## config.mk

```make
export PLATFORM = sky130hd
export DESIGN_NAME = json_validating_tokenizer
export DESIGN_NICKNAME = d
export VERILOG_FILES = /design/src/rtl/jvt_pkg.sv /design/src/rtl/jvt_front.sv /design/src/rtl/jvt_back.sv /design/src/rtl/jvt_outq.sv /design/src/rtl/json_validating_tokenizer.sv
export SDC_FILE = /design/constraint.sdc
export NUM_CORES = 1
export LEC_CHECK = 0
export BUFFER_PORTS_ARGS = -buffer_cell sky130_fd_sc_hd__buf_2
export CELL_PAD_IN_SITES_DETAIL_PLACEMENT = 0
export CELL_PAD_IN_SITES_GLOBAL_PLACEMENT = 1
export CORE_MARGIN = 4
export CORE_UTILIZATION = 35
export CTS_BUF_LIST = sky130_fd_sc_hd__clkbuf_8
export DETAILED_ROUTE_END_ITERATION = 8
export PLACE_DENSITY_LB_ADDON = 0.05
export REMOVE_ABC_BUFFERS = 1
export SLEW_MARGIN = 20
export SYNTH_ARGS = -nofsm -noshare
export SYNTH_HDL_FRONTEND = slang
export SYNTH_HIERARCHICAL = 1
export SYNTH_SLANG_ARGS = --single-unit
```

## constraint.sdc

```tcl
create_clock -name aclk -period 8.2 [get_ports aclk]
set_input_delay 0.41 -clock aclk [delete_from_list [all_inputs] [get_ports aclk]]
set_output_delay 0.41 -clock aclk [all_outputs]
set_load 0.01 [all_outputs]
```

## src/rtl/jvt_pkg.sv

```systemverilog
// ----------------------------------------------------------------------------
// jvt_pkg
// shared types and codes of the json validating tokenizer
// ----------------------------------------------------------------------------
package jvt_pkg;

    typedef struct packed {
        logic [7:0] ch;
        logic       endf;
        logic       ws;
        logic       dig;
        logic       lower;
        logic       hexv;
        logic [3:0] hexd;
    } item_t;

    typedef struct packed {
        logic [3:0]  event_res;
        logic [7:0]  data_byte;
        logic        is_key;
        logic [6:0]  nest_level;
        logic [3:0]  error_code;
        logic [31:0] byte_offset;
        logic        last;
    } res_t;

    localparam logic [3:0] EV_OBJ_OPEN  = 4'd0;
    localparam logic [3:0] EV_OBJ_CLOSE = 4'd1;
    localparam logic [3:0] EV_ARR_OPEN  = 4'd2;
    localparam logic [3:0] EV_ARR_CLOSE = 4'd3;
    localparam logic [3:0] EV_STR_OPEN  = 4'd4;
    localparam logic [3:0] EV_STR_BYTE  = 4'd5;
    localparam logic [3:0] EV_STR_CLOSE = 4'd6;
    localparam logic [3:0] EV_NUM_CHAR  = 4'd7;
    localparam logic [3:0] EV_NUM_END   = 4'd8;
    localparam logic [3:0] EV_TRUE      = 4'd9;
    localparam logic [3:0] EV_FALSE     = 4'd10;
    localparam logic [3:0] EV_NULL      = 4'd11;
    localparam logic [3:0] EV_DOC_OK    = 4'd12;
    localparam logic [3:0] EV_ERROR     = 4'd13;

    localparam logic [3:0] ER_NONE      = 4'd0;
    localparam logic [3:0] ER_BAD_CHAR  = 4'd1;
    localparam logic [3:0] ER_BAD_ESC   = 4'd2;
    localparam logic [3:0] ER_UNICODE   = 4'd3;
    localparam logic [3:0] ER_CONTROL   = 4'd4;
    localparam logic [3:0] ER_BAD_NUM   = 4'd5;
    localparam logic [3:0] ER_BAD_LIT   = 4'd6;
    localparam logic [3:0] ER_TOO_DEEP  = 4'd7;
    localparam logic [3:0] ER_TRAILING  = 4'd8;
    localparam logic [3:0] ER_EARLY_END = 4'd9;

    localparam logic [7:0] CH_TAB    = 8'h09;
    localparam logic [7:0] CH_LF     = 8'h0A;
    localparam logic [7:0] CH_CR     = 8'h0D;
    localparam logic [7:0] CH_SPACE  = 8'h20;
    localparam logic [7:0] CH_QUOTE  = 8'h22;
    localparam logic [7:0] CH_PLUS   = 8'h2B;
    localparam logic [7:0] CH_COMMA  = 8'h2C;
    localparam logic [7:0] CH_MINUS  = 8'h2D;
    localparam logic [7:0] CH_DOT    = 8'h2E;
    localparam logic [7:0] CH_SLASH  = 8'h2F;
    localparam logic [7:0] CH_ZERO   = 8'h30;
    localparam logic [7:0] CH_NINE   = 8'h39;
    localparam logic [7:0] CH_COLON  = 8'h3A;
    localparam logic [7:0] CH_UA     = 8'h41;
    localparam logic [7:0] CH_UE     = 8'h45;
    localparam logic [7:0] CH_UF     = 8'h46;
    localparam logic [7:0] CH_LBRACK = 8'h5B;
    localparam logic [7:0] CH_BSLASH = 8'h5C;
    localparam logic [7:0] CH_RBRACK = 8'h5D;
    localparam logic [7:0] CH_LA     = 8'h61;
    localparam logic [7:0] CH_LB     = 8'h62;
    localparam logic [7:0] CH_LE     = 8'h65;
    localparam logic [7:0] CH_LF_    = 8'h66;
    localparam logic [7:0] CH_LL     = 8'h6C;
    localparam logic [7:0] CH_LN     = 8'h6E;
    localparam logic [7:0] CH_LR     = 8'h72;
    localparam logic [7:0] CH_LS     = 8'h73;
    localparam logic [7:0] CH_LT     = 8'h74;
    localparam logic [7:0] CH_LU     = 8'h75;
    localparam logic [7:0] CH_LZ     = 8'h7A;
    localparam logic [7:0] CH_LBRACE = 8'h7B;
    localparam logic [7:0] CH_RBRACE = 8'h7D;

    localparam logic [7:0] CH_BS_CODE = 8'h08;
    localparam logic [7:0] CH_FF_CODE = 8'h0C;

endpackage

```

## src/rtl/jvt_front.sv

```systemverilog
// ----------------------------------------------------------------------------
// jvt_front
// input stage: classifies each text byte and holds it in a two-entry queue
// ----------------------------------------------------------------------------
module jvt_front (
    input  logic           aclk,
    input  logic           aresetn,
    input  logic [7:0]     s_text_byte,
    input  logic           s_end_mark,
    input  logic           s_valid,
    output logic           s_ready,
    output jvt_pkg::item_t head,
    output logic           head_valid,
    input  logic           head_pop
);
    import jvt_pkg::*;

    item_t       slot_reg [2];
    logic        wptr_reg, wptr_next;
    logic        rptr_reg, rptr_next;
    logic [1:0]  cnt_reg, cnt_next;
    item_t       cls;
    logic        push;
    logic [7:0]  c;

    always_comb begin
        cls.endf  = s_end_mark || (s_text_byte == 8'd0);
        c         = cls.endf ? 8'd0 : s_text_byte;
        cls.ch    = c;
        cls.ws    = (c == CH_SPACE) || (c == CH_TAB) || (c == CH_LF) || (c == CH_CR);
        cls.dig   = (c >= CH_ZERO) && (c <= CH_NINE);
        cls.lower = (c >= CH_LA) && (c <= CH_LZ);
        cls.hexv  = cls.dig || ((c >= CH_UA) && (c <= CH_UF)) ||
                    ((c >= CH_LA) && (c <= CH_LF_));
        cls.hexd  = cls.dig ? c[3:0] : (c[3:0] + 4'd9);
    end

    assign s_ready    = (cnt_reg != 2'd2);
    assign push       = s_valid && s_ready;
    assign head       = slot_reg[rptr_reg];
    assign head_valid = (cnt_reg != 2'd0);

    always_comb begin
        wptr_next = push ? ~wptr_reg : wptr_reg;
        rptr_next = head_pop ? ~rptr_reg : rptr_reg;
        cnt_next  = cnt_reg + {1'b0, push} - {1'b0, head_pop};
    end

    always_ff @(posedge aclk) begin
        if (push) begin
            slot_reg[wptr_reg] <= cls;
        end
    end

    always_ff @(posedge aclk) begin
        if (!aresetn) begin
            wptr_reg <= 1'b0;
            rptr_reg <= 1'b0;
            cnt_reg  <= 2'd0;
        end else begin
            wptr_reg <= wptr_next;
            rptr_reg <= rptr_next;
            cnt_reg  <= cnt_next;
        end
    end

endmodule

```

## src/rtl/jvt_back.sv

```systemverilog
// ----------------------------------------------------------------------------
// jvt_back
// grammar engine: one beat per cycle given out_room, up to two result beats, container stack
// ----------------------------------------------------------------------------
module jvt_back #(
    parameter int MAX_DEPTH = 64
) (
    input  logic           aclk,
    input  logic           aresetn,
    input  jvt_pkg::item_t item,
    input  logic           item_valid,
    output logic           item_pop,
    input  logic           out_room,
    output jvt_pkg::res_t  res0,
    output jvt_pkg::res_t  res1,
    output logic           wr0,
    output logic           wr1
);
    import jvt_pkg::*;

    localparam int DW = $clog2(MAX_DEPTH + 1);
    localparam int AW = (MAX_DEPTH > 1) ? $clog2(MAX_DEPTH) : 1;

    typedef enum logic [3:0] {
        PH_TOP, PH_AFTER_TOP, PH_VALUE, PH_ARR_FIRST, PH_OBJ_FIRST, PH_KEY,
        PH_COLON, PH_AFTER_VAL, PH_STR, PH_ESC, PH_UHEX, PH_NUM_SIGN, PH_NUM,
        PH_LIT
    } ph_t;

    typedef enum logic [2:0] {
        NP_IDLE, NP_ZERO, NP_INT, NP_FRAC0, NP_FRAC, NP_EXP0, NP_EXPS, NP_EXP
    } np_t;

    typedef enum logic [1:0] {LK_NONE, LK_TRUE, LK_FALSE, LK_NULL} lk_t;

    function automatic logic [7:0] lit_char(lk_t k, logic [2:0] p);
        logic [7:0] r;
        r = 8'd0;
        case (k)
            LK_TRUE: begin
                case (p)
                    3'd1:    r = CH_LR;
                    3'd2:    r = CH_LU;
                    3'd3:    r = CH_LE;
                    default: r = 8'd0;
                endcase
            end
            LK_FALSE: begin
                case (p)
                    3'd1:    r = CH_LA;
                    3'd2:    r = CH_LL;
                    3'd3:    r = CH_LS;
                    3'd4:    r = CH_LE;
                    default: r = 8'd0;
                endcase
            end
            LK_NULL: begin
                case (p)
                    3'd1:    r = CH_LU;
                    3'd2:    r = CH_LL;
                    3'd3:    r = CH_LL;
                    default: r = 8'd0;
                endcase
            end
            default: r = 8'd0;
        endcase
        return r;
    endfunction

    ph_t             ph_reg, ph_next;
    np_t             np_reg, np_next;
    lk_t             lk_reg, lk_next;
    logic [2:0]      lpos_reg, lpos_next;
    logic [15:0]     acc_reg, acc_next;
    logic [1:0]      hcnt_reg, hcnt_next;
    logic            key_reg, key_next;
    logic [DW-1:0]   depth_reg, depth_next;
    logic            top_reg, top_next;
    logic [31:0]     cnt_reg, cnt_next;
    logic            below_reg;
    logic            stk_mem [2**AW];

    logic            a_v, b_v, newdoc, push, push_obj, run, do_sv, do_open;
    logic            do_close, close_obj, top_obj;
    logic [3:0]      a_ev, a_err, b_ev, b_err;
    logic [7:0]      a_data, b_data, c;
    logic            a_key, b_key;
    logic [DW-1:0]   dn;
    ph_t             sph, vd;
    logic [15:0]     acc_sh;
    logic [AW-1:0]   rd_idx;

    assign item_pop = item_valid && out_room;
    assign c        = item.ch;
    assign top_obj  = (depth_reg != '0) && top_reg;
    assign vd       = (depth_reg != '0) ? PH_AFTER_VAL : PH_AFTER_TOP;
    assign acc_sh   = {acc_reg[11:0], item.hexd};

    always_comb begin
        ph_next   = ph_reg;
        np_next   = np_reg;
        lk_next   = lk_reg;
        lpos_next = lpos_reg;
        acc_next  = acc_reg;
        hcnt_next = hcnt_reg;
        key_next  = key_reg;
        top_next  = top_reg;
        a_v = 1'b0; a_ev = EV_ERROR; a_data = 8'd0; a_key = 1'b0; a_err = ER_NONE;
        b_v = 1'b0; b_ev = EV_ERROR; b_data = 8'd0; b_key = 1'b0; b_err = ER_NONE;
        newdoc = 1'b0; push = 1'b0; push_obj = 1'b0;
        run = 1'b0; sph = ph_reg;
        do_sv = 1'b0; do_open = 1'b0; do_close = 1'b0; close_obj = 1'b0;
        dn = depth_reg;

        unique case (ph_reg)
            PH_STR: begin
                if (item.endf) begin
                    a_v = 1'b1; a_err = ER_EARLY_END; newdoc = 1'b1;
                end else if (c < CH_SPACE) begin
                    a_v = 1'b1; a_err = ER_CONTROL; newdoc = 1'b1;
                end else if (c == CH_QUOTE) begin
                    a_v = 1'b1; a_ev = EV_STR_CLOSE; a_key = key_reg;
                    if (key_reg) begin
                        key_next = 1'b0;
                        ph_next  = PH_COLON;
                    end else begin
                        ph_next = vd;
                    end
                end else if (c == CH_BSLASH) begin
                    ph_next = PH_ESC;
                end else begin
                    a_v = 1'b1; a_ev = EV_STR_BYTE; a_data = c; a_key = key_reg;
                end
            end
            PH_ESC: begin
                if (item.endf) begin
                    a_v = 1'b1; a_err = ER_EARLY_END; newdoc = 1'b1;
                end else begin
                    a_v = 1'b1; a_ev = EV_STR_BYTE; a_key = key_reg; ph_next = PH_STR;
                    case (c) inside
                        CH_QUOTE, CH_BSLASH, CH_SLASH: a_data = c;
                        CH_LB:  a_data = CH_BS_CODE;
                        CH_LF_: a_data = CH_FF_CODE;
                        CH_LN:  a_data = CH_LF;
                        CH_LR:  a_data = CH_CR;
                        CH_LT:  a_data = CH_TAB;
                        CH_LU: begin
                            a_v = 1'b0; acc_next = 16'd0; hcnt_next = 2'd0;
                            ph_next = PH_UHEX;
                        end
                        default: begin
                            a_ev = EV_ERROR; a_key = 1'b0; a_err = ER_BAD_ESC;
                            newdoc = 1'b1;
                        end
                    endcase
                end
            end
            PH_UHEX: begin
                if (item.endf) begin
                    a_v = 1'b1; a_err = ER_EARLY_END; newdoc = 1'b1;
                end else if (!item.hexv) begin
                    a_v = 1'b1; a_err = ER_BAD_ESC; newdoc = 1'b1;
                end else begin
                    acc_next = acc_sh;
                    if (hcnt_reg == 2'd3) begin
                        hcnt_next = 2'd0;
                        if (acc_sh[15:7] != 9'd0) begin
                            a_v = 1'b1; a_err = ER_UNICODE; newdoc = 1'b1;
                        end else begin
                            a_v = 1'b1; a_ev = EV_STR_BYTE; a_data = acc_sh[7:0];
                            a_key = key_reg; ph_next = PH_STR;
                        end
                    end else begin
                        hcnt_next = hcnt_reg + 2'd1;
                    end
                end
            end
            PH_NUM_SIGN: begin
                if (!item.dig) begin
                    a_v = 1'b1; a_err = ER_BAD_NUM; newdoc = 1'b1;
                end else begin
                    a_v = 1'b1; a_ev = EV_NUM_CHAR; a_data = c; ph_next = PH_NUM;
                    np_next = (c == CH_ZERO) ? NP_ZERO : NP_INT;
                end
            end
            PH_NUM: begin
                unique case (np_reg)
                    NP_ZERO, NP_INT, NP_FRAC: begin
                        if (item.dig) begin
                            if (np_reg == NP_ZERO) begin
                                a_v = 1'b1; a_err = ER_BAD_NUM; newdoc = 1'b1;
                            end else begin
                                a_v = 1'b1; a_ev = EV_NUM_CHAR; a_data = c;
                            end
                        end else if ((c == CH_DOT) && (np_reg != NP_FRAC)) begin
                            a_v = 1'b1; a_ev = EV_NUM_CHAR; a_data = c; np_next = NP_FRAC0;
                        end else if ((c == CH_LE) || (c == CH_UE)) begin
                            a_v = 1'b1; a_ev = EV_NUM_CHAR; a_data = c; np_next = NP_EXP0;
                        end else begin
                            run = 1'b1;
                        end
                    end
                    NP_FRAC0: begin
                        if (item.dig) begin
                            a_v = 1'b1; a_ev = EV_NUM_CHAR; a_data = c; np_next = NP_FRAC;
                        end else begin
                            a_v = 1'b1; a_err = ER_BAD_NUM; newdoc = 1'b1;
                        end
                    end
                    NP_EXP0: begin
                        if ((c == CH_PLUS) || (c == CH_MINUS)) begin
                            a_v = 1'b1; a_ev = EV_NUM_CHAR; a_data = c; np_next = NP_EXPS;
                        end else if (item.dig) begin
                            a_v = 1'b1; a_ev = EV_NUM_CHAR; a_data = c; np_next = NP_EXP;
                        end else begin
                            a_v = 1'b1; a_err = ER_BAD_NUM; newdoc = 1'b1;
                        end
                    end
                    NP_EXPS: begin
                        if (item.dig) begin
                            a_v = 1'b1; a_ev = EV_NUM_CHAR; a_data = c; np_next = NP_EXP;
                        end else begin
                            a_v = 1'b1; a_err = ER_BAD_NUM; newdoc = 1'b1;
                        end
                    end
                    NP_EXP: begin
                        if (item.dig) begin
                            a_v = 1'b1; a_ev = EV_NUM_CHAR; a_data = c;
                        end else begin
                            run = 1'b1;
                        end
                    end
                    default: begin
                        a_v = 1'b1; a_err = ER_BAD_NUM; newdoc = 1'b1;
                    end
                endcase
                if (run) begin
                    a_v = 1'b1; a_ev = EV_NUM_END; np_next = NP_IDLE; sph = vd;
                end
            end
            PH_LIT: begin
                if (lk_reg == LK_NONE) begin
                    a_v = 1'b1; a_err = ER_BAD_LIT; newdoc = 1'b1;
                end else if (lpos_reg < ((lk_reg == LK_FALSE) ? 3'd5 : 3'd4)) begin
                    if (!item.endf && (c == lit_char(lk_reg, lpos_reg))) begin
                        lpos_next = lpos_reg + 3'd1;
                    end else begin
                        a_v = 1'b1; a_err = ER_BAD_LIT; newdoc = 1'b1;
                    end
                end else if (item.lower) begin
                    a_v = 1'b1; a_err = ER_BAD_LIT; newdoc = 1'b1;
                end else begin
                    a_v = 1'b1;
                    case (lk_reg)
                        LK_TRUE:  a_ev = EV_TRUE;
                        LK_FALSE: a_ev = EV_FALSE;
                        default:  a_ev = EV_NULL;
                    endcase
                    lk_next = LK_NONE; lpos_next = 3'd0;
                    sph = vd; run = 1'b1;
                end
            end
            default: begin
                run = 1'b1;
            end
        endcase

        if (run) begin
            ph_next = sph;
            if (item.endf) begin
                b_v = 1'b1; newdoc = 1'b1;
                if (sph == PH_AFTER_TOP) begin
                    b_ev = EV_DOC_OK;
                end else begin
                    b_err = ER_EARLY_END;
                end
            end else if (!item.ws) begin
                unique case (sph)
                    PH_TOP, PH_VALUE: do_sv = 1'b1;
                    PH_AFTER_TOP: begin
                        b_v = 1'b1; b_err = ER_TRAILING; newdoc = 1'b1;
                    end
                    PH_ARR_FIRST: begin
                        if (c == CH_RBRACK) begin
                            do_close = 1'b1;
                        end else begin
                            do_sv = 1'b1;
                        end
                    end
                    PH_OBJ_FIRST, PH_KEY: begin
                        if ((sph == PH_OBJ_FIRST) && (c == CH_RBRACE)) begin
                            do_close = 1'b1; close_obj = 1'b1;
                        end else if (c == CH_QUOTE) begin
                            key_next = 1'b1; b_v = 1'b1; b_ev = EV_STR_OPEN;
                            b_key = 1'b1; ph_next = PH_STR;
                        end else begin
                            b_v = 1'b1; b_err = ER_BAD_CHAR; newdoc = 1'b1;
                        end
                    end
                    PH_COLON: begin
                        if (c == CH_COLON) begin
                            ph_next = PH_VALUE;
                        end else begin
                            b_v = 1'b1; b_err = ER_BAD_CHAR; newdoc = 1'b1;
                        end
                    end
                    default: begin
                        if (c == CH_COMMA) begin
                            ph_next = top_obj ? PH_KEY : PH_VALUE;
                        end else if (top_obj && (c == CH_RBRACE)) begin
                            do_close = 1'b1; close_obj = 1'b1;
                        end else if (!top_obj && (c == CH_RBRACK)) begin
                            do_close = 1'b1;
                        end else begin
                            b_v = 1'b1; b_err = ER_BAD_CHAR; newdoc = 1'b1;
                        end
                    end
                endcase
            end

            if (do_sv) begin
                if (c == CH_QUOTE) begin
                    key_next = 1'b0; b_v = 1'b1; b_ev = EV_STR_OPEN; ph_next = PH_STR;
                end else if (c == CH_MINUS) begin
                    b_v = 1'b1; b_ev = EV_NUM_CHAR; b_data = c; ph_next = PH_NUM_SIGN;
                end else if (item.dig) begin
                    b_v = 1'b1; b_ev = EV_NUM_CHAR; b_data = c; ph_next = PH_NUM;
                    np_next = (c == CH_ZERO) ? NP_ZERO : NP_INT;
                end else if ((c == CH_LBRACE) || (c == CH_LBRACK)) begin
                    do_open = 1'b1;
                end else if (c == CH_LT) begin
                    lk_next = LK_TRUE; lpos_next = 3'd1; ph_next = PH_LIT;
                end else if (c == CH_LF_) begin
                    lk_next = LK_FALSE; lpos_next = 3'd1; ph_next = PH_LIT;
                end else if (c == CH_LN) begin
                    lk_next = LK_NULL; lpos_next = 3'd1; ph_next = PH_LIT;
                end else if (item.lower) begin
                    b_v = 1'b1; b_err = ER_BAD_LIT; newdoc = 1'b1;
                end else begin
                    b_v = 1'b1; b_err = ER_BAD_CHAR; newdoc = 1'b1;
                end
            end

            if (do_open) begin
                if (depth_reg >= DW'(MAX_DEPTH)) begin
                    b_v = 1'b1; b_err = ER_TOO_DEEP; newdoc = 1'b1;
                end else begin
                    push = 1'b1; push_obj = (c == CH_LBRACE);
                    top_next = push_obj;
                    dn = depth_reg + DW'(1);
                    b_v = 1'b1;
                    b_ev = push_obj ? EV_OBJ_OPEN : EV_ARR_OPEN;
                    ph_next = push_obj ? PH_OBJ_FIRST : PH_ARR_FIRST;
                end
            end

            if (do_close) begin
                if (depth_reg != '0) begin
                    dn = depth_reg - DW'(1); top_next = below_reg;
                end
                b_v = 1'b1;
                b_ev = close_obj ? EV_OBJ_CLOSE : EV_ARR_CLOSE;
                ph_next = (dn != '0) ? PH_AFTER_VAL : PH_AFTER_TOP;
            end
        end

        depth_next = dn;
        cnt_next = (item.endf || (cnt_reg == 32'hFFFF_FFFF)) ? cnt_reg : cnt_reg + 32'd1;
        if (newdoc) begin
            ph_next    = PH_TOP;
            np_next    = NP_IDLE;
            lk_next    = LK_NONE;
            lpos_next  = 3'd0;
            acc_next   = 16'd0;
            hcnt_next  = 2'd0;
            key_next   = 1'b0;
            depth_next = '0;
            cnt_next   = 32'd0;
        end
    end

    always_comb begin
        res0.event_res   = a_v ? a_ev : b_ev;
        res0.data_byte   = a_v ? a_data : b_data;
        res0.is_key      = a_v ? a_key : b_key;
        res0.nest_level  = a_v ? 7'(depth_reg) : 7'(dn);
        res0.error_code  = a_v ? a_err : b_err;
        res0.byte_offset = cnt_reg;
        res0.last        = !(a_v && b_v);
        res1.event_res   = b_ev;
        res1.data_byte   = b_data;
        res1.is_key      = b_key;
        res1.nest_level  = 7'(dn);
        res1.error_code  = b_err;
        res1.byte_offset = cnt_reg;
        res1.last        = 1'b1;
    end

    assign wr0 = item_pop && (a_v || b_v);
    assign wr1 = item_pop && a_v && b_v;

    // entries below the top of stack live in memory, the top in a register
    assign rd_idx = AW'((item_pop ? depth_next : depth_reg) - DW'(2));

    always_ff @(posedge aclk) begin
        if (item_pop && push && (depth_reg != '0)) begin
            stk_mem[AW'(depth_reg - DW'(1))] <= top_reg;
        end
        if (item_pop && push) begin
            below_reg <= top_reg;
        end else begin
            below_reg <= stk_mem[rd_idx];
        end
    end

    always_ff @(posedge aclk) begin
        if (!aresetn) begin
            ph_reg    <= PH_TOP;
            np_reg    <= NP_IDLE;
            lk_reg    <= LK_NONE;
            lpos_reg  <= 3'd0;
            acc_reg   <= 16'd0;
            hcnt_reg  <= 2'd0;
            key_reg   <= 1'b0;
            depth_reg <= '0;
            top_reg   <= 1'b0;
            cnt_reg   <= 32'd0;
        end else if (item_pop) begin
            ph_reg    <= ph_next;
            np_reg    <= np_next;
            lk_reg    <= lk_next;
            lpos_reg  <= lpos_next;
            acc_reg   <= acc_next;
            hcnt_reg  <= hcnt_next;
            key_reg   <= key_next;
            depth_reg <= depth_next;
            top_reg   <= top_next;
            cnt_reg   <= cnt_next;
        end
    end

    a_depth_bound: assert property (@(posedge aclk) disable iff (!aresetn)
        depth_reg <= DW'(MAX_DEPTH))
        else $error("nesting depth beyond limit");

    a_lit_kind: assert property (@(posedge aclk) disable iff (!aresetn)
        (ph_reg == PH_LIT) |-> (lk_reg != LK_NONE))
        else $error("literal phase without literal kind");

    a_num_phase: assert property (@(posedge aclk) disable iff (!aresetn)
        (ph_reg == PH_NUM) |-> (np_reg != NP_IDLE))
        else $error("number phase idle inside number");

    a_no_pop_full: assert property (@(posedge aclk) disable iff (!aresetn)
        item_pop |-> out_room)
        else $error("beat taken without result space");

endmodule

```

## src/rtl/jvt_outq.sv

```systemverilog
// ----------------------------------------------------------------------------
// jvt_outq
// result queue: takes up to two beats per cycle, sends one per m_ready cycle
// ----------------------------------------------------------------------------
module jvt_outq (
    input  logic          aclk,
    input  logic          aresetn,
    input  jvt_pkg::res_t res0,
    input  jvt_pkg::res_t res1,
    input  logic          wr0,
    input  logic          wr1,
    output logic          room,
    output jvt_pkg::res_t m_res,
    output logic          m_valid,
    input  logic          m_ready
);
    import jvt_pkg::*;

    res_t       q_reg [4];
    logic [1:0] wptr_reg, wptr_next;
    logic [1:0] rptr_reg, rptr_next;
    logic [2:0] cnt_reg, cnt_next;
    logic       rd;

    assign m_valid = (cnt_reg != 3'd0);
    assign m_res   = q_reg[rptr_reg];
    assign rd      = m_valid && m_ready;
    assign room    = (cnt_reg <= 3'd2);

    always_comb begin
        wptr_next = wptr_reg + {1'b0, wr0} + {1'b0, wr1};
        rptr_next = rptr_reg + {1'b0, rd};
        cnt_next  = cnt_reg + {2'b0, wr0} + {2'b0, wr1} - {2'b0, rd};
    end

    always_ff @(posedge aclk) begin
        if (wr0) begin
            q_reg[wptr_reg] <= res0;
        end
        if (wr1) begin
            q_reg[wptr_reg + 2'd1] <= res1;
        end
    end

    always_ff @(posedge aclk) begin
        if (!aresetn) begin
            wptr_reg <= 2'd0;
            rptr_reg <= 2'd0;
            cnt_reg  <= 3'd0;
        end else begin
            wptr_reg <= wptr_next;
            rptr_reg <= rptr_next;
            cnt_reg  <= cnt_next;
        end
    end

    a_cnt_bound: assert property (@(posedge aclk) disable iff (!aresetn)
        cnt_reg <= 3'd4)
        else $error("result queue overflow");

    a_wr_order: assert property (@(posedge aclk) disable iff (!aresetn)
        wr1 |-> wr0)
        else $error("second result without first");

endmodule

```

## src/rtl/json_validating_tokenizer.sv

```systemverilog
// ----------------------------------------------------------------------------
// json_validating_tokenizer
// streaming json checker that turns text bytes into token event beats
// ----------------------------------------------------------------------------
// input channel s_*: one text byte per beat, or an end beat (s_end_mark set,
// or a zero byte). result channel m_*: token events, one or two per input
// beat (none inside a literal or escape, nor for whitespace, commas or colons
// that end no number or literal); m_last marks the final result of an input beat.
// a beat sits in a two-entry input queue, the grammar engine handles one
// beat per cycle while the result queue has room, and results wait in a
// four-entry queue, so the sustained rate is one byte per cycle while each
// beat yields at most one result and m_ready stays high; a beat with two
// results sends them on the result port one after the other.
// the container stack is a 2**clog2(MAX_DEPTH) x 1 memory with its top in a register.
// reset (aresetn low, synchronous) empties both queues and starts a new
// document at offset zero; a stalled m_ready fills the result queue and then
// drops s_ready, nothing is lost. after doc ok or error the next byte begins
// a new document.
// ----------------------------------------------------------------------------
module json_validating_tokenizer #(
    parameter int MAX_DEPTH = 64
) (
    input  logic        aclk,
    input  logic        aresetn,
    input  logic [7:0]  s_text_byte,
    input  logic        s_end_mark,
    input  logic        s_valid,
    output logic        s_ready,
    output logic [3:0]  m_event_res,
    output logic [7:0]  m_data_byte,
    output logic        m_is_key,
    output logic [6:0]  m_nest_level,
    output logic [3:0]  m_error_code,
    output logic [31:0] m_byte_offset,
    output logic        m_last,
    output logic        m_valid,
    input  logic        m_ready
);
    import jvt_pkg::*;

    item_t head;
    logic  head_valid, head_pop, room, wr0, wr1;
    res_t  res0, res1, m_res;

    jvt_front u_front (
        .aclk        (aclk),
        .aresetn     (aresetn),
        .s_text_byte (s_text_byte),
        .s_end_mark  (s_end_mark),
        .s_valid     (s_valid),
        .s_ready     (s_ready),
        .head        (head),
        .head_valid  (head_valid),
        .head_pop    (head_pop)
    );

    jvt_back #(.MAX_DEPTH(MAX_DEPTH)) u_back (
        .aclk       (aclk),
        .aresetn    (aresetn),
        .item       (head),
        .item_valid (head_valid),
        .item_pop   (head_pop),
        .out_room   (room),
        .res0       (res0),
        .res1       (res1),
        .wr0        (wr0),
        .wr1        (wr1)
    );

    jvt_outq u_outq (
        .aclk    (aclk),
        .aresetn (aresetn),
        .res0    (res0),
        .res1    (res1),
        .wr0     (wr0),
        .wr1     (wr1),
        .room    (room),
        .m_res   (m_res),
        .m_valid (m_valid),
        .m_ready (m_ready)
    );

    assign m_event_res   = m_res.event_res;
    assign m_data_byte   = m_res.data_byte;
    assign m_is_key      = m_res.is_key;
    assign m_nest_level  = m_res.nest_level;
    assign m_error_code  = m_res.error_code;
    assign m_byte_offset = m_res.byte_offset;
    assign m_last        = m_res.last;

endmodule

```

==> flow_summary.toml <==
[place]
dp.cells = 2910
place.detailed.hpwl_mm = 47.8
place_congestion = 0.887
place_area_um2 = 24600
port_buffers = 71

[drt]
avgRoutedWirePerCell_um = 23.4
via_count = 16816
remaining_drc_errors = 0
ant_nets = 0
drt-total-wl_mm = 71.6
vias_per_cell = 5.50
first_pass_iters = 6
drt_iter0_drc = 1201

[clock_network]
clkSlewWorstSetupHoldPaths_ps = 60
numCtsBuffers = 78
insertion_delay_ps = 670
clockBufferDepth = 3
cts_tree = "built"
cts_hold_buf = 0
cts_resized = 0
root_buffer = "clkbuf_8"
cts_sinks = 406
htree_levels = 3
cts_setup_buffers = 0

[final_layout]
area_delta_synth_final_pct = 10.6
drive_above_1_share = 0.270
largest_reg_flops = 228
final_area_um2 = 26200
nets = 2154
final_cells = 3058

[pwr]
p_per_area_nw_per_um2 = 246
peakVddDrop_uv = 135
leakagePower_nw = 9.40

[synthesis]
synth_warnings = 6
ys_ff_latch = 406
synth.most_common_cell = "edfxtp_1"
synth_fa_ha_area_frac = 0.0143
async_flop_share = 0
synth_cell_types = 115
yosysSeqAreaShare = 0.480
synth_mux_area_frac = 0.180
synth_top_family_by_area = "multiplexers"
synthesis.area_um2 = 23700
synth_xor_area_frac = 0.0196
synth_edf_count = 326
syn_avg_cell_area_um2 = 11.4
synthTopCellsByArea = "edfxtp_1 (41%), mux2_2 (12%), dfxtp_1 (6.7%)"
synth_cells = 2089
synth_compound_area_frac = 0.113
ys.flop_type = "edfxtp_1"
synthSimpleGateAreaFrac = 0.148
synth_top_area_frac = 0.413
ys_top_cells_by_count = "edfxtp_1 (326), mux2_2 (250), nor2_1 (216), nand2_1 (150), a21oi_1 (101)"
yosys.area.top_type = "edfxtp_1"

[global_routing]
grt.overflow.total = 0
grt_max_degree = 67
grt_use_total = 0.197
antenna_found_initial = 2
grt_use_met3 = 0.0364
grt_pass1_wl_mm = 109
top_usage_layer = "met2"
grt_pass1_vias = 17235
met1_usage = 0.268
grtUsageMet2 = 0.329

[worst_setup_path]
worstSetupPathType = "flop to flop"
startpoint_type = "flop"
critPathArrivalTime_ps = 7180
worstPathMaxFanout = 29
crit_required_ps = 8600
cp-end-kind = "flop"
r2r_cells = 16

[min_path]
holdPathStages = 3
holdCritPathClass = "primary input to flop"

[sta]
timing.final.max_slew_violations = 0
max_freq_mhz = 148
fin_skew_ps = 34.0
finalCriticalPeriod_ps = 6780
tns_ps = 0
setup_viol = 0
hold_violations = 0
rsz0062_at_grt = "no"
timing.final.crit_share = 0.827
holdWs_ps = 86.0
tightestPinTransition_ps = 1020
max-slew-margin-rel = 0.319

[die]
initial_core_util = 0.353
chipWidth_um = 268
core_um2 = 67200
dieArea_um2 = 72000
die_h_um = 268
io_pins = 72
rows = 95

[run_status]
status = "finished, final reports clean"

[flow_run]
maxCapViolations = 0
## cell type report
| type | count | area, um2 |
|---|---|---|
| Fill cell | 6547 | 40900 |
| Sequential cell | 406 | 11400 |
| Multi-Input combinational cell | 1480 | 11300 |
| Clock buffer | 86 | 1180 |
| Tap cell | 873 | 1090 |
| Timing Repair Buffer | 105 | 636 |
| Clock inverter | 60 | 413 |
| Inverter | 46 | 173 |
| Antenna cell | 2 | 5.00 |
## path summary, 6_finish.rpt
| kind | from | end | slack [ps] |
|---|---|---|---|
| worst min register to register | u_back/acc_reg[9]$_SDFFE_PN0P_ | u_back/acc_reg[9]$_SDFFE_PN0P_ | 470 |
| worst max register to register | u_back/depth_reg[0]$_SDFF_PN0_ | u_outq/q_reg[3][45]$_DFFE_PP_ | 1420 |
| worst max-delay path | u_back/depth_reg[0]$_SDFF_PN0_ | u_outq/q_reg[3][45]$_DFFE_PP_ | 1420 |
| worst min-delay path | s_valid | u_front/wptr_reg$_SDFFE_PN0P_ | 90 |
## cells by family after synthesis
family / Yosys count
AO/OA/AOI/OAI: 390
buffers and inverters: 203
adder cells (fa/ha/maj): 25
flip-flops: 406
multiplexers: 322
AND/OR/NAND/NOR: 689
other: 1
XOR/XNOR: 53
## power breakdown
group	leakage, nW	internal (mW)	switching (mW)
Sequential	3.83	2.45	0.126
Combinational	4.62	0.681	1.16
Clock	0.947	1.11	0.937
## cell usage in the layout, fill, tap and decap left out, types with 7 or more instances in the layout
| cell | instances |
|---|---|
| o21ai_0 | 87 |
| a31oi_1 | 7 |
| mux4_2 | 58 |
| a22oi_1 | 10 |
| a211oi_1 | 8 |
| nor2b_1 | 30 |
| a21o_1 | 11 |
| inv_1 | 82 |
| a21oi_1 | 101 |
| nand2_1 | 149 |
| nor4_1 | 17 |
| a22o_1 | 7 |
| and3_1 | 21 |
| buf_4 | 32 |
| nand4_1 | 15 |
| edfxtp_1 | 326 |
| a21boi_0 | 22 |
| a32oi_1 | 7 |
| nor3_1 | 45 |
| nor2_1 | 214 |
| nand3b_1 | 8 |
| and2_1 | 24 |
| nand2b_1 | 14 |
| buf_2 | 71 |
| ha_1 | 20 |
| mux2_2 | 250 |
| o221ai_1 | 8 |
| xor2_1 | 30 |
| o211ai_1 | 8 |
| or3_1 | 21 |
| o22ai_1 | 20 |
| dfxtp_1 | 78 |
| nand3_1 | 63 |
| xnor2_1 | 23 |
| clkinv_2 | 7 |
| clkbuf_8 | 86 |
## per-stage QoR
step / util / total power, mW / setup slack [ps]
4_1_cts: 0.391 / 6.58 / 1340
6_report: 0.391 / 6.46 / 1420
5_1_grt: 0.391 / 6.82 / 948
2_1_floorplan: - / 3.74 / -1020
3_5_place_dp: 0.367 / 4.48 / 1350
3_3_place_gp: 0.367 / 4.47 / 1490
## worst max-delay path, stage by stage (launching register included)
cell and delay, ps:
dfxtp_1 290, buf_4 240, inv_1 460, ha_1 280, or4b_1 510, o21ai_1 510, mux2i_1 560, nand2_1 140
and3_1 210, a31oi_1 330, o31a_1 230, o41ai_1 90, or2_2 360, nor2_1 500, nand3b_1 850, buf_4 570
mux2_2 330
## metal layers
layer,share of wire,vias to the layer above,routed length [um]
met2,0.47,400,33700
li1,-,7944,-
met5,0,-,0
met1,0.46,8353,33000
met3,0.044,119,3170
met4,0.023,0,1670
No activity file was read; power rests on OpenSTA's default activity.
